--- src/rtl/bdqs_pkg.sv ---
// Package for the bounded deque with search: operation and status codes,
// payload widths and the command bundle broadcast to the cell row.
// No dependencies.
package bdqs_pkg;

	localparam int DEPTH_DEF = 16;
	localparam int VALUE_W   = 32;
	localparam int FUNC_W    = 2;
	localparam int STATUS_W  = 2;
	localparam int COUNT_W   = 5;

	// Operation codes carried in func
	localparam logic [FUNC_W-1:0] FUNC_PUSH_FRONT = 2'd0;
	localparam logic [FUNC_W-1:0] FUNC_PUSH_BACK  = 2'd1;
	localparam logic [FUNC_W-1:0] FUNC_POP_BACK   = 2'd2;
	localparam logic [FUNC_W-1:0] FUNC_SEARCH     = 2'd3;

	// Result status codes
	localparam logic [STATUS_W-1:0] STATUS_DONE      = 2'd0;
	localparam logic [STATUS_W-1:0] STATUS_FULL_DROP = 2'd1;
	localparam logic [STATUS_W-1:0] STATUS_POP_EMPTY = 2'd2;

	// Command seen by every cell in the cycle an item is accepted
	typedef struct packed {
		logic               en;
		logic [FUNC_W-1:0]  func;
		logic [VALUE_W-1:0] value;
	} cmd_t;

endpackage

--- src/rtl/bdqs_cell.sv ---
// One storage cell of the deque row: holds one entry and its occupied flag,
// shifts toward the back on push front, and compares its entry on search.
// Depends on bdqs_pkg.
module bdqs_cell (
	input  logic                         clk,
	input  logic                         arst_n,
	input  bdqs_pkg::cmd_t               cmd,
	input  logic [bdqs_pkg::VALUE_W-1:0] prev_data,
	input  logic                         prev_occ,
	input  logic                         next_occ,
	output logic [bdqs_pkg::VALUE_W-1:0] data,
	output logic                         occ,
	output logic                         hit
);

	logic [bdqs_pkg::VALUE_W-1:0] data_q;
	logic                         occ_q;
	logic                         hit_q;

	// Occupied flags form a thermometer from the front cell
	always_ff @(posedge clk or negedge arst_n) begin
		if (!arst_n) begin
			occ_q <= 1'b0;
			hit_q <= 1'b0;
		end else if (cmd.en) begin
			case (cmd.func)
				bdqs_pkg::FUNC_PUSH_FRONT: occ_q <= prev_occ;
				bdqs_pkg::FUNC_PUSH_BACK: begin
					if (!occ_q && prev_occ) occ_q <= 1'b1;
				end
				bdqs_pkg::FUNC_POP_BACK: begin
					if (occ_q && !next_occ) occ_q <= 1'b0;
				end
				default: hit_q <= occ_q && (data_q == cmd.value);
			endcase
		end
	end

	// Entry payload: take the neighbor's entry or the pushed value
	always_ff @(posedge clk) begin
		if (cmd.en) begin
			case (cmd.func)
				bdqs_pkg::FUNC_PUSH_FRONT: data_q <= prev_data;
				bdqs_pkg::FUNC_PUSH_BACK: begin
					if (!occ_q && prev_occ) data_q <= cmd.value;
				end
				default: data_q <= data_q;
			endcase
		end
	end

	assign data = data_q;
	assign occ  = occ_q;
	assign hit  = hit_q;

endmodule

--- src/rtl/bounded_deque_with_search_unit.sv ---
// Bounded deque with search: a row of DEPTH cells, front entry in cell 0.
// The cell row updates at the input accept edge and the hit reduction is registered when stage 1
// drains into the output register; one item per cycle while the result side is ready.
// A stage register and an output register sit between the two sides of the stream.
// Reset (arst_n low): deque empty, no result pending; entries are not cleared.
module bounded_deque_with_search_unit #(
	parameter int DEPTH = bdqs_pkg::DEPTH_DEF
) (
	input  logic        clk,
	input  logic        arst_n,
	input  logic        s_tvalid,
	output logic        s_tready,
	input  logic [31:0] s_tdata,  // [31:0] value
	input  logic [1:0]  s_tuser,  // [1:0] func
	output logic        m_tvalid,
	input  logic        m_tready,
	output logic [15:0] m_tdata   // [0] found, [5:1] count, [6] is_empty, [8:7] status
);

	localparam int CNT_W = $clog2(DEPTH + 1);

	logic [bdqs_pkg::FUNC_W-1:0]  func;
	logic [bdqs_pkg::VALUE_W-1:0] value;
	logic                         accept;
	logic                         full;
	logic                         empty;
	bdqs_pkg::cmd_t               cmd;
	logic [bdqs_pkg::STATUS_W-1:0] status_d;
	logic [CNT_W-1:0]             held_q;
	logic [CNT_W-1:0]             held_d;

	logic [DEPTH-1:0]             occ_vec;
	logic [DEPTH-1:0]             hit_vec;
	logic [bdqs_pkg::VALUE_W-1:0] data_vec [DEPTH];

	logic                          valid_s1;
	logic [bdqs_pkg::FUNC_W-1:0]   func_s1;
	logic [bdqs_pkg::STATUS_W-1:0] status_s1;
	logic [CNT_W-1:0]              count_s1;
	logic [bdqs_pkg::COUNT_W-1:0]  count5_s1;
	logic                          adv;

	logic                          m_valid_q;
	logic                          found_q;
	logic [bdqs_pkg::COUNT_W-1:0]  count_q;
	logic                          empty_q;
	logic [bdqs_pkg::STATUS_W-1:0] status_q;

	assign func   = s_tuser;
	assign value  = s_tdata;
	assign full   = occ_vec[DEPTH-1];
	assign empty  = !occ_vec[0];

	// Stage 1 drains into the output register when it is free or being taken
	assign adv      = valid_s1 && (!m_valid_q || m_tready);
	assign s_tready = !valid_s1 || adv;
	assign accept   = s_tvalid && s_tready;

	// Decide whether the operation applies and what status it reports
	always_comb begin
		cmd.en    = 1'b0;
		cmd.func  = func;
		cmd.value = value;
		status_d  = bdqs_pkg::STATUS_DONE;
		held_d    = held_q;
		case (func)
			bdqs_pkg::FUNC_PUSH_FRONT, bdqs_pkg::FUNC_PUSH_BACK: begin
				if (full) begin
					status_d = bdqs_pkg::STATUS_FULL_DROP;
				end else begin
					cmd.en = accept;
					held_d = held_q + CNT_W'(1);
				end
			end
			bdqs_pkg::FUNC_POP_BACK: begin
				if (empty) begin
					status_d = bdqs_pkg::STATUS_POP_EMPTY;
				end else begin
					cmd.en = accept;
					held_d = held_q - CNT_W'(1);
				end
			end
			default: cmd.en = accept;
		endcase
	end

	// Row of cells, front at index 0
	genvar gi;
	generate
		for (gi = 0; gi < DEPTH; gi++) begin : g_cell
			logic [bdqs_pkg::VALUE_W-1:0] prev_data;
			logic                         prev_occ;
			logic                         next_occ;
			if (gi == 0) begin : g_first
				assign prev_data = value;
				assign prev_occ  = 1'b1;
			end else begin : g_mid
				assign prev_data = data_vec[gi-1];
				assign prev_occ  = occ_vec[gi-1];
			end
			if (gi == DEPTH - 1) begin : g_last
				assign next_occ = 1'b0;
			end else begin : g_inner
				assign next_occ = occ_vec[gi+1];
			end
			bdqs_cell u_cell (
				.clk       (clk),
				.arst_n    (arst_n),
				.cmd       (cmd),
				.prev_data (prev_data),
				.prev_occ  (prev_occ),
				.next_occ  (next_occ),
				.data      (data_vec[gi]),
				.occ       (occ_vec[gi]),
				.hit       (hit_vec[gi])
			);
		end
	endgenerate

	// Held count and stage 1 control
	always_ff @(posedge clk or negedge arst_n) begin
		if (!arst_n) begin
			held_q   <= '0;
			valid_s1 <= 1'b0;
		end else begin
			if (accept) held_q <= held_d;
			if (accept) valid_s1 <= 1'b1;
			else if (adv) valid_s1 <= 1'b0;
		end
	end

	// Stage 1 payload
	always_ff @(posedge clk) begin
		if (accept) begin
			func_s1   <= func;
			status_s1 <= status_d;
			count_s1  <= held_d;
		end
	end

	// Fit the held count to the 5-bit result field
	generate
		if (CNT_W >= bdqs_pkg::COUNT_W) begin : g_cnt_trunc
			assign count5_s1 = count_s1[bdqs_pkg::COUNT_W-1:0];
		end else begin : g_cnt_ext
			assign count5_s1 = {{(bdqs_pkg::COUNT_W - CNT_W){1'b0}}, count_s1};
		end
	endgenerate

	// Output register
	always_ff @(posedge clk or negedge arst_n) begin
		if (!arst_n) begin
			m_valid_q <= 1'b0;
		end else if (adv) begin
			m_valid_q <= 1'b1;
		end else if (m_tready) begin
			m_valid_q <= 1'b0;
		end
	end

	always_ff @(posedge clk) begin
		if (adv) begin
			found_q  <= (func_s1 == bdqs_pkg::FUNC_SEARCH) && (|hit_vec);
			count_q  <= count5_s1;
			empty_q  <= (count_s1 == '0);
			status_q <= status_s1;
		end
	end

	assign m_tvalid = m_valid_q;
	assign m_tdata  = {7'd0, status_q, empty_q, count_q, found_q};

endmodule

--- config.mk ---
export PLATFORM = sky130hd
export DESIGN_NAME = bounded_deque_with_search_unit
export DESIGN_NICKNAME = d
export VERILOG_FILES = /design/src/rtl/bdqs_pkg.sv /design/src/rtl/bdqs_cell.sv /design/src/rtl/bounded_deque_with_search_unit.sv
export SDC_FILE = /design/constraint.sdc
export NUM_CORES = 1
export LEC_CHECK = 0
export BUFFER_PORTS_ARGS = -buffer_cell sky130_fd_sc_hd__buf_2
export CAP_MARGIN = 5
export CORE_MARGIN = 3
export CORE_UTILIZATION = 50
export CTS_CLUSTER_SIZE = 28
export DETAILED_ROUTE_END_ITERATION = 10
export PLACE_DENSITY = 0.7
export SETUP_SLACK_MARGIN = 0.15
export SYNTH_ARGS = -nofsm -noshare
export SYNTH_HDL_FRONTEND = slang
export SYNTH_SLANG_ARGS = --single-unit
--- constraint.sdc ---
create_clock -name clk -period 4.5 [get_ports clk]
set_clock_uncertainty 0.2 [all_clocks]
set_input_delay 0.9 -clock clk [delete_from_list [all_inputs] [get_ports clk]]
set_output_delay 0.9 -clock clk [all_outputs]
set_load 0.01 [all_outputs]
# After elaboration in Yosys (flattened, before gate mapping)
# Cells that the tools add are included.
# word_totals
ff_bits	569
word_cells	298
in_bits	38
# op_classes
n_mux	91
addsub	2
eq_ne	50
bitwise_logic	1
n_reduce_logical	96
# ops
operator	n
one-hot mux 32 bit (2 select lines)	16
equality test 32 bit	16
2-to-1 mux 32 bit	16
inequality test 2 x 1 -> 1 bit (second input constant)	30
AND reduction 4 bit	14
AND reduction 3 bit	18
one-hot mux 1 bit (3 select lines)	15
2-to-1 mux 1 bit	37
logical AND 1 bit	34
zero test 1 bit	17
OR reduction 16 bit	1
2-to-1 mux 5 bit	2
one-hot mux 5 bit (2 select lines)	1
nonzero test 2 bit	4
adder 5 x 1 -> 5 bit (second input constant)	1
zero test 5 bit	1
subtractor 5 x 1 -> 5 bit (second input constant)	1
equality test 2 bit (second input constant)	2
one-hot mux 1 bit (2 select lines)	2
one-hot mux 2 bit (2 select lines)	1
nonzero test 3 bit	1
OR reduction 3 bit	1
equality test 2 x 1 -> 1 bit (second input constant)	1
zero test 2 bit	1
6 further kinds	7

# Longest topological paths before layout
# Gate-level depths: netlist of the first run.
# logic_depth
word_depth	8
mapped_depth	9
ltp_nobuf	7

# Modules after synthesis
# From an unflattened synthesis of the first run, not the netlist that was laid out.
# hier_totals
cells_unflattened	2214
area_unflattened_um2	31118.6
# by_module_without_submodules
module	n_inst	seq_area_each_um2	area_per_inst_um2	cells_each
bdqs_cell	16	1011.0	1873.0	133
bounded_deque_with_search_unit	1	715.7	1149.9	86

# Least setup slack after synthesis of the first run
# OpenSTA, ideal clock, no wires.
# synth_timing
path_type	input-to-reg
start	in s_tuser[1]
end	reg g_cell[1].u_cell.data_q (netlist bit g_cell[1].u_cell.data[0]), enable pin
t_arrival_ps	3534
stages	8
path_slack_ps	335
required_time_ps	3868
setup_ps	432
cell_sequence	inv_1 -> ha_1 -> buf_2 -> buf_4 -> buf_2 -> buf_2 -> buf_2 -> a21oi_1
# synth_between
elab_chain_len	4
elab_cells_between_ends	8
cone_classes	eq/ne: 3; mux: 1; reduce/logical: 4
# synth_rtl
item	line_no	text
from (decl)	bounded_deque_with_search_unit.sv:14	input logic [1:0] s_tuser,
equality test 2 x 1 -> 1 bit or zero test 2 bit (tied branches)	bdqs_cell.sv:42, bounded_deque_with_search_unit.sv:66	
OR reduction 2 bit (no source line)	-	
one-hot mux 1 bit (2 select lines)	bounded_deque_with_search_unit.sv:66	case (func)
AND reduction 3 bit (no source line) *	-	
to (signal assigned)	bdqs_cell.sv:43	bdqs_pkg::FUNC_PUSH_FRONT: data_q <= prev_data;
to (signal assigned)	bdqs_cell.sv:45	if (!occ_q && prev_occ) data_q <= cmd.value;
to (signal assigned)	bdqs_cell.sv:47	default: data_q <= data_q;
to (decl)	bdqs_cell.sv:16	logic [bdqs_pkg::VALUE_W-1:0] data_q;
# Every way passes the cells marked *; elsewhere a longest branch is shown, timed or not.
# A chain may end at the register's enable or synchronous reset.

# Worst setup path after layout of the first run
# layout_timing
start	in s_tuser[1]
end	reg g_cell[14].u_cell.data_q (netlist bit g_cell[14].u_cell.data[4]) (data pin)
# layout_between
elab_chain_len	2
elab_cells_between_ends	3
cone_classes	eq/ne: 1; mux: 1; reduce/logical: 1
# layout_rtl
item	line_no	text
equality test 2 x 1 -> 1 bit or zero test 2 bit (tied branches)	bdqs_cell.sv:42	case (cmd.func)
one-hot mux 32 bit (2 select lines) *	bdqs_cell.sv:42	
to (signal assigned)	bdqs_cell.sv:43	
to (signal assigned)	bdqs_cell.sv:45	
to (signal assigned)	bdqs_cell.sv:47	
to (decl)	bdqs_cell.sv:16	
# Marks and branches as above.

==> reports/metrics.cfg, run 1 <==
[run_status]
status = finished clean

[setup_path]
crit_family = buffers and inverters
required_ns = 4.73
slowest_delay_ns = 0.79
path_buf_inv = 3
crit_type = in2reg
cp.arrival_ns = 3.27
cp-start-kind = input port
startpoint = s_tuser[1]
reg2regPathDepth = 5
cp.depth = 6
worstPathMaxFanout = 242
r2r-start = g_cell[0].u_cell.occ
path_cells = buf_2 > inv_1 > ha_4 > buf_12 > nand2_1 > o21ai_0
cp-end-kind = register
critPathSlowestCell = nand2_1

[global_route]
grt_use_total_pct = 26.7
grt_pass1_vias = 19600
grt_antenna_before_repair = 7
grt_max_degree = 243
grt_overflow = 0
grt_pass1_wl_um = 120000

[clock_tree]
cts_max_path_buffers = 3
clock_sinks = 569
postCtsHoldBufs = 0
cts_tree = yes
cts_setup_buffers = 0
root_buffer = clkbuf_16
clock_latency_ns = 0.63
clkTransAtPathRegs_ns = 0.06
cts_buffers = 56
ctsResizeCount = 0
htree_levels = 2

[yosys]
ys_seq_area_share_pct = 58.1
synth_edf_count = 530
ys.flop_type = edfxtp_1
yosysWarnings = 0
synthCells = 2658
syn_area_per_cell_um2 = 10.9
synth_compound_area_share_pct = 11.0
synth_top_family_by_area = XOR/XNOR gates
synth_area_leaders = edfxtp_1 55%, xor2_1 12%, o21ai_0 8.9%
synth_mux_area_share_pct = 0.632
syn_area_mm2 = 0.0291
ys_types = 62
synthXorXnorAreaFrac_pct = 14.9
synth_top_area_share_pct = 54.7
synth_seq_cells = 569
synth-simple-area-share_pct = 5.37
synthAdderAreaFrac_pct = 0.258
yosysTopAreaCell = edfxtp_1
async_reset_ff_share_pct = 6.85

[power]
switchingPower_mw = 3.75
peakVddDrop_uv = 402
internal_power_mw = 9.88
power.leakage_nw = 12.7
switching_share_pct = 27.5
pwr-share-comb_pct = 14.4
power_density_mw_per_mm2 = 427
clkPwrFrac_pct = 35.4
pwr-share-seq_pct = 50.2

[layout]
multi_input_area_mm2 = 0.00958
layout_common_cells = 530 x edfxtp_1, 515 x o21ai_0, 502 x inv_1
nets = 2692
regArea_mm2 = 0.0169
drive_above_1_share_pct = 8.65
area_growth_pct = 9.61
final_common_cell = edfxtp_1
fillers = 4623

[sta]
setup_tns_ns = 0
period_share_pct = 67.7
setup_viol = 0
slew_violations = 0
hold_violations = 0
rsz0062_at_grt = false
worst_pin_slew_ns = 1.15
max-slew-margin-rel_pct = 22.6
max_freq_ghz = 0.328
fin_ws_ns = 1.45
period_needed_ns = 3.05

[routing]
drtPass1Iterations = 7
viasPerCell = 5.68
wl_um = 80800
wl_per_cell_um = 23.4
drt_iter0_markers = 2057
via_count = 19600
drc = 0
ant_nets = 0

[floorplan]
initial_utilization_pct = 51.1
die_area_mm2 = 0.0611
die_h_um = 247
pin_count = 56
die_w_um = 247
placementRows = 87
core_mm2 = 0.0569

[min_path]
holdPathStages = 0
hold_class = reg2reg
hp-start = status_s1[1]

[job]
maxCapViolCount = 0

[place]
gp_congestion = 0.981
dp_hpwl_um = 59700
dp_slack_ns = 0.998
numPortBuffers = 48

power groups by stage:
stage          sequential [mW]  combinational [mW]  clock, mW
6_report                  6.84                1.96       4.83
3_3_place_gp              6.93                1.88          0
2_1_floorplan             6.78                1.34          0
5_1_grt                   6.88                2.13       5.09
3_5_place_dp              6.95                1.93          0
4_1_cts                   6.84                1.94       4.87
flip-flops by register name, indices dropped and copies added (netlist names):
register / count
status_s1: 2
found_q: 1
g_cell.u_cell.hit: 16
count_q: 5
status_q: 2
m_tvalid: 1
func_s1: 2
valid_s1: 1
count5_s1: 5
g_cell.u_cell.data: 512
held_q: 5
g_cell.u_cell.occ: 16
empty_q: 1
cells by family (layout without fill, tap and decap cells):
kind of cell             count (synthesis)  in the layout
AO/OA/AOI/OAI                          607            607
XOR/XNOR                               494            494
adder cells (fa/ha/maj)                  6              6
buffers and inverters                  682            712
flip-flops                             569            569
multiplexers                            16             16
other                                    1             14
AND/OR/NAND/NOR                        283            283
worst reg2reg max path: cells and delay by family (launching register included):
kind	cells	cell delay, ns
DFF	1	0.78
buffers and inverters	2	0.73
AOI/OAI and AO/OA	3	0.54
area by class of cell:
type	instances	area share [%]
multi-input combinational	1413	30.0
sequential	569	53.0
inverter	503	5.92
clock inverter	35	1.27
antenna	7	0.0549
tap	756	2.97
timing repair buffer	105	2.17
clock buffer	69	4.61
routing by layer:
| metal | GRT usage, % | vias to the layer above | share of wire, % |
|---|---|---|---|
| li1 | - | 8918 | - |
| met1 | 32.3 | 9596 | 37 |
| met2 | 45.1 | 853 | 49 |
| met3 | 3.33 | 262 | 6.4 |
| met4 | 17.3 | 0 | 7.6 |
| met5 | 0 | - | 0 |
cell usage after synthesis (all sizes together), types with 4 or more instances:
cell / instances
nor4: 100
dfrtp: 39
xor2: 396
nor3: 20
ha: 6
xnor2: 98
inv: 502
nand2b: 8
buf: 91
clkbuf: 88
nor2: 20
a21oi: 44
o21ai: 518
mux2: 16
nand3: 16
edfxtp: 530
nand4: 47
o31ai: 12
nand2: 62
a31oi: 4
stage by stage:
step / instance area (um^2) / power [mW] / util, % / std cells / hold slack (ns)
after CTS: 31900 / 13.7 / 56.0 / 3450 / 0.232
final: 31900 / 13.6 / 56.0 / 3457 / 0.231
after floorplan: 29100 / 8.12 / - / 2664 / 0.200
after detailed placement: 30000 / 8.88 / 52.7 / 3346 / 0.218
after global placement: 30000 / 8.81 / 52.7 / 3346 / 0.205
after global routing: 31900 / 14.1 / 56.0 / 3454 / 0.244
path summary, 6_finish.rpt:
| kind | endpoint | slack [ns] |
|---|---|---|
| setup / recovery | g_cell[14].u_cell.data[4] | 1.45 |
| hold / removal | status_q[1] | 0.23 |
| setup reg to reg | g_cell[15].u_cell.data[4] | 1.89 |
| hold reg to reg | status_q[1] | 0.23 |
| max in group asynchronous | g_cell[8].u_cell.occ | 3.09 |
| min in group asynchronous | g_cell[4].u_cell.occ | 0.31 |
Power figures use the tool's default switching activity.
==> run 2, diff against run 1 <==
clock period = 2.9 ns   (was 4.5 ns; I/O delays follow)
==> run 2 against run 1 <==
  * Sequential power is 55% higher
  * Setup slack worse by 0.95 ns
  * Non-clock buffer count is 78 higher
  * Clock power is 55% higher
  * Routed wire length is 6.7% higher
  * Sequential cell count stayed put
  * Via count is 3.6% higher
  * Critical path type is now reg2reg
==> reports/metrics.cfg, run 2 (synthesized netlist as in run 1, its figures left out) <==
[sta]
period_share_pct = 82.6
slew_violations = 0
fin_ws_ns = 0.504
setup_tns_ns = 0
period_needed_ns = 2.40
max_freq_ghz = 0.417
setup_viol = 0
hold_violations = 0
max-slew-margin-rel_pct = 28.9
worst_pin_slew_ns = 1.06
rsz0062_at_grt = false

[place]
gp_congestion = 0.968
placedCellCount = 3422
dp_slack_ns = 0.00527
dp_hpwl_um = 62300
placed_area_mm2 = 0.0310
numPortBuffers = 48

[layout]
largest_reg_flops = 512
diodes = 0
nets = 2772
area_growth_pct = 12.9
final_area_mm2 = 0.0329
final_common_cell = edfxtp_1
layout_common_cells = 530 x edfxtp_1, 515 x o21ai_0, 500 x inv_1
final_cells = 3532
drive_above_1_share_pct = 11.3
fillers = 4636

[setup_path]
cp-start-kind = register
required_ns = 2.93
cp.arrival_ns = 2.43
reg2regPathDepth = 3
crit_type = reg2reg
cp-end-kind = register
worstPathMaxFanout = 32

[routing]
wl_per_cell_um = 24.4
drc = 0
wl_um = 86200
ant_nets = 0
drt_iter0_markers = 2328
drtPass1Iterations = 6
via_count = 20300
viasPerCell = 5.76

[min_path]
holdPathStages = 1
hold_class = in2reg

[run_status]
status = finished clean

[clock_tree]
root_buffer = clkbuf_16
cts_buffers = 58
cts_tree = yes
htree_levels = 2
clock_latency_ns = 0.63
clock_sinks = 569
clkTransAtPathRegs_ns = 0.06
cts_max_path_buffers = 3
cts_setup_buffers = 0

[floorplan]
die_w_um = 247
initial_utilization_pct = 51.1
die_h_um = 247
placementRows = 87
pin_count = 56
core_mm2 = 0.0569
die_area_mm2 = 0.0611

[global_route]
grt_pass1_wl_um = 127000
met2_usage_pct = 45.7
top_usage_layer = met2
grt_max_degree = 180
grt_overflow = 0
grt_pass1_vias = 20100
grt_use_total_pct = 28.3
grtUsageMet1_pct = 37.0
grt_antenna_before_repair = 0
grtUsageMet3_pct = 5.34

[job]
maxCapViolCount = 0

[power]
power_density_mw_per_mm2 = 649
peakVddDrop_uv = 488
total_power_mw = 21.3
power.leakage_nw = 13.1

[run 2: cell count changes in the layout (fill, tap and decap cells not counted), moves of 5 or more]
| cell | change |
|---|---|
| clkbuf_1 | +9 |
| diode_2 | -7 |
| buf_4 | +46 |
| bufinv_16 | -5 |
| clkinv_2 | -5 |
| clkinv_1 | -5 |
| buf_12 | +30 |
| clkbuf_8 | +7 |
[run 2: per-stage QoR]
step | utilization, % | hold slack, ns
CTS | 57.7 | 0.00723
detailed placement | 54.4 | 0.213
global route | 57.7 | 0.0335
floorplan | - | 0.0844
finish | 57.7 | 0.0309
global placement | 54.4 | 0.203
[run 2: final timing paths]
check                                       from                        end  slack [ns]
hold / removal                       s_tdata[12]  g_cell[0].u_cell.data[12]        0.03
setup reg to reg           g_cell[15].u_cell.occ  g_cell[0].u_cell.data[22]        0.50
min in group asynchronous                 arst_n       g_cell[2].u_cell.hit        0.43
max in group asynchronous                 arst_n       g_cell[5].u_cell.hit        1.61
setup / recovery           g_cell[15].u_cell.occ  g_cell[0].u_cell.data[22]        0.50
hold reg to reg                     status_s1[0]                status_q[0]        0.23
[run 2: timing repair]
item / 4_1_cts / 5_1_grt
resized for setup: 0 / 0
hold buffers: 2 / 0
hold endpoints to repair: 40 / 0
[run 2: final cells by class]
| class | instances | area (um^2) | area share, % |
|---|---|---|---|
| flip-flops and latches | 569 | 16900 | 51.4 |
| inverters | 503 | 1890 | 5.75 |
| multi-input cells | 1413 | 9600 | 29.2 |
| clock buffers | 87 | 1650 | 5.02 |
| repair buffers | 183 | 1660 | 5.05 |
| clock inverters | 21 | 231 | 0.704 |
| well taps | 756 | 946 | 2.88 |
[run 2: where the power goes]
| group | internal (mW) | switching [mW] | leakage, nW |
|---|---|---|---|
| clock | 4.28 | 3.20 | 0.921 |
| sequential | 9.95 | 0.637 | 5.41 |
| combinational | 1.15 | 2.11 | 6.82 |
| total | 15.4 | 5.94 | 13.1 |
[run 2: routing by layer]
metal / share of wire (%) / vias up
met5: 0 / -
met3: 9.3 / 242
met1: 39 / 9899
met2: 46 / 1121
met4: 5.4 / 0
li1: - / 9079
[run 2: critical path, stage by stage (launching register included)]
cell,delay [ns]
dfrtp_1,0.50
inv_1,0.28
o2111ai_4,0.19
a21oi_4,0.83
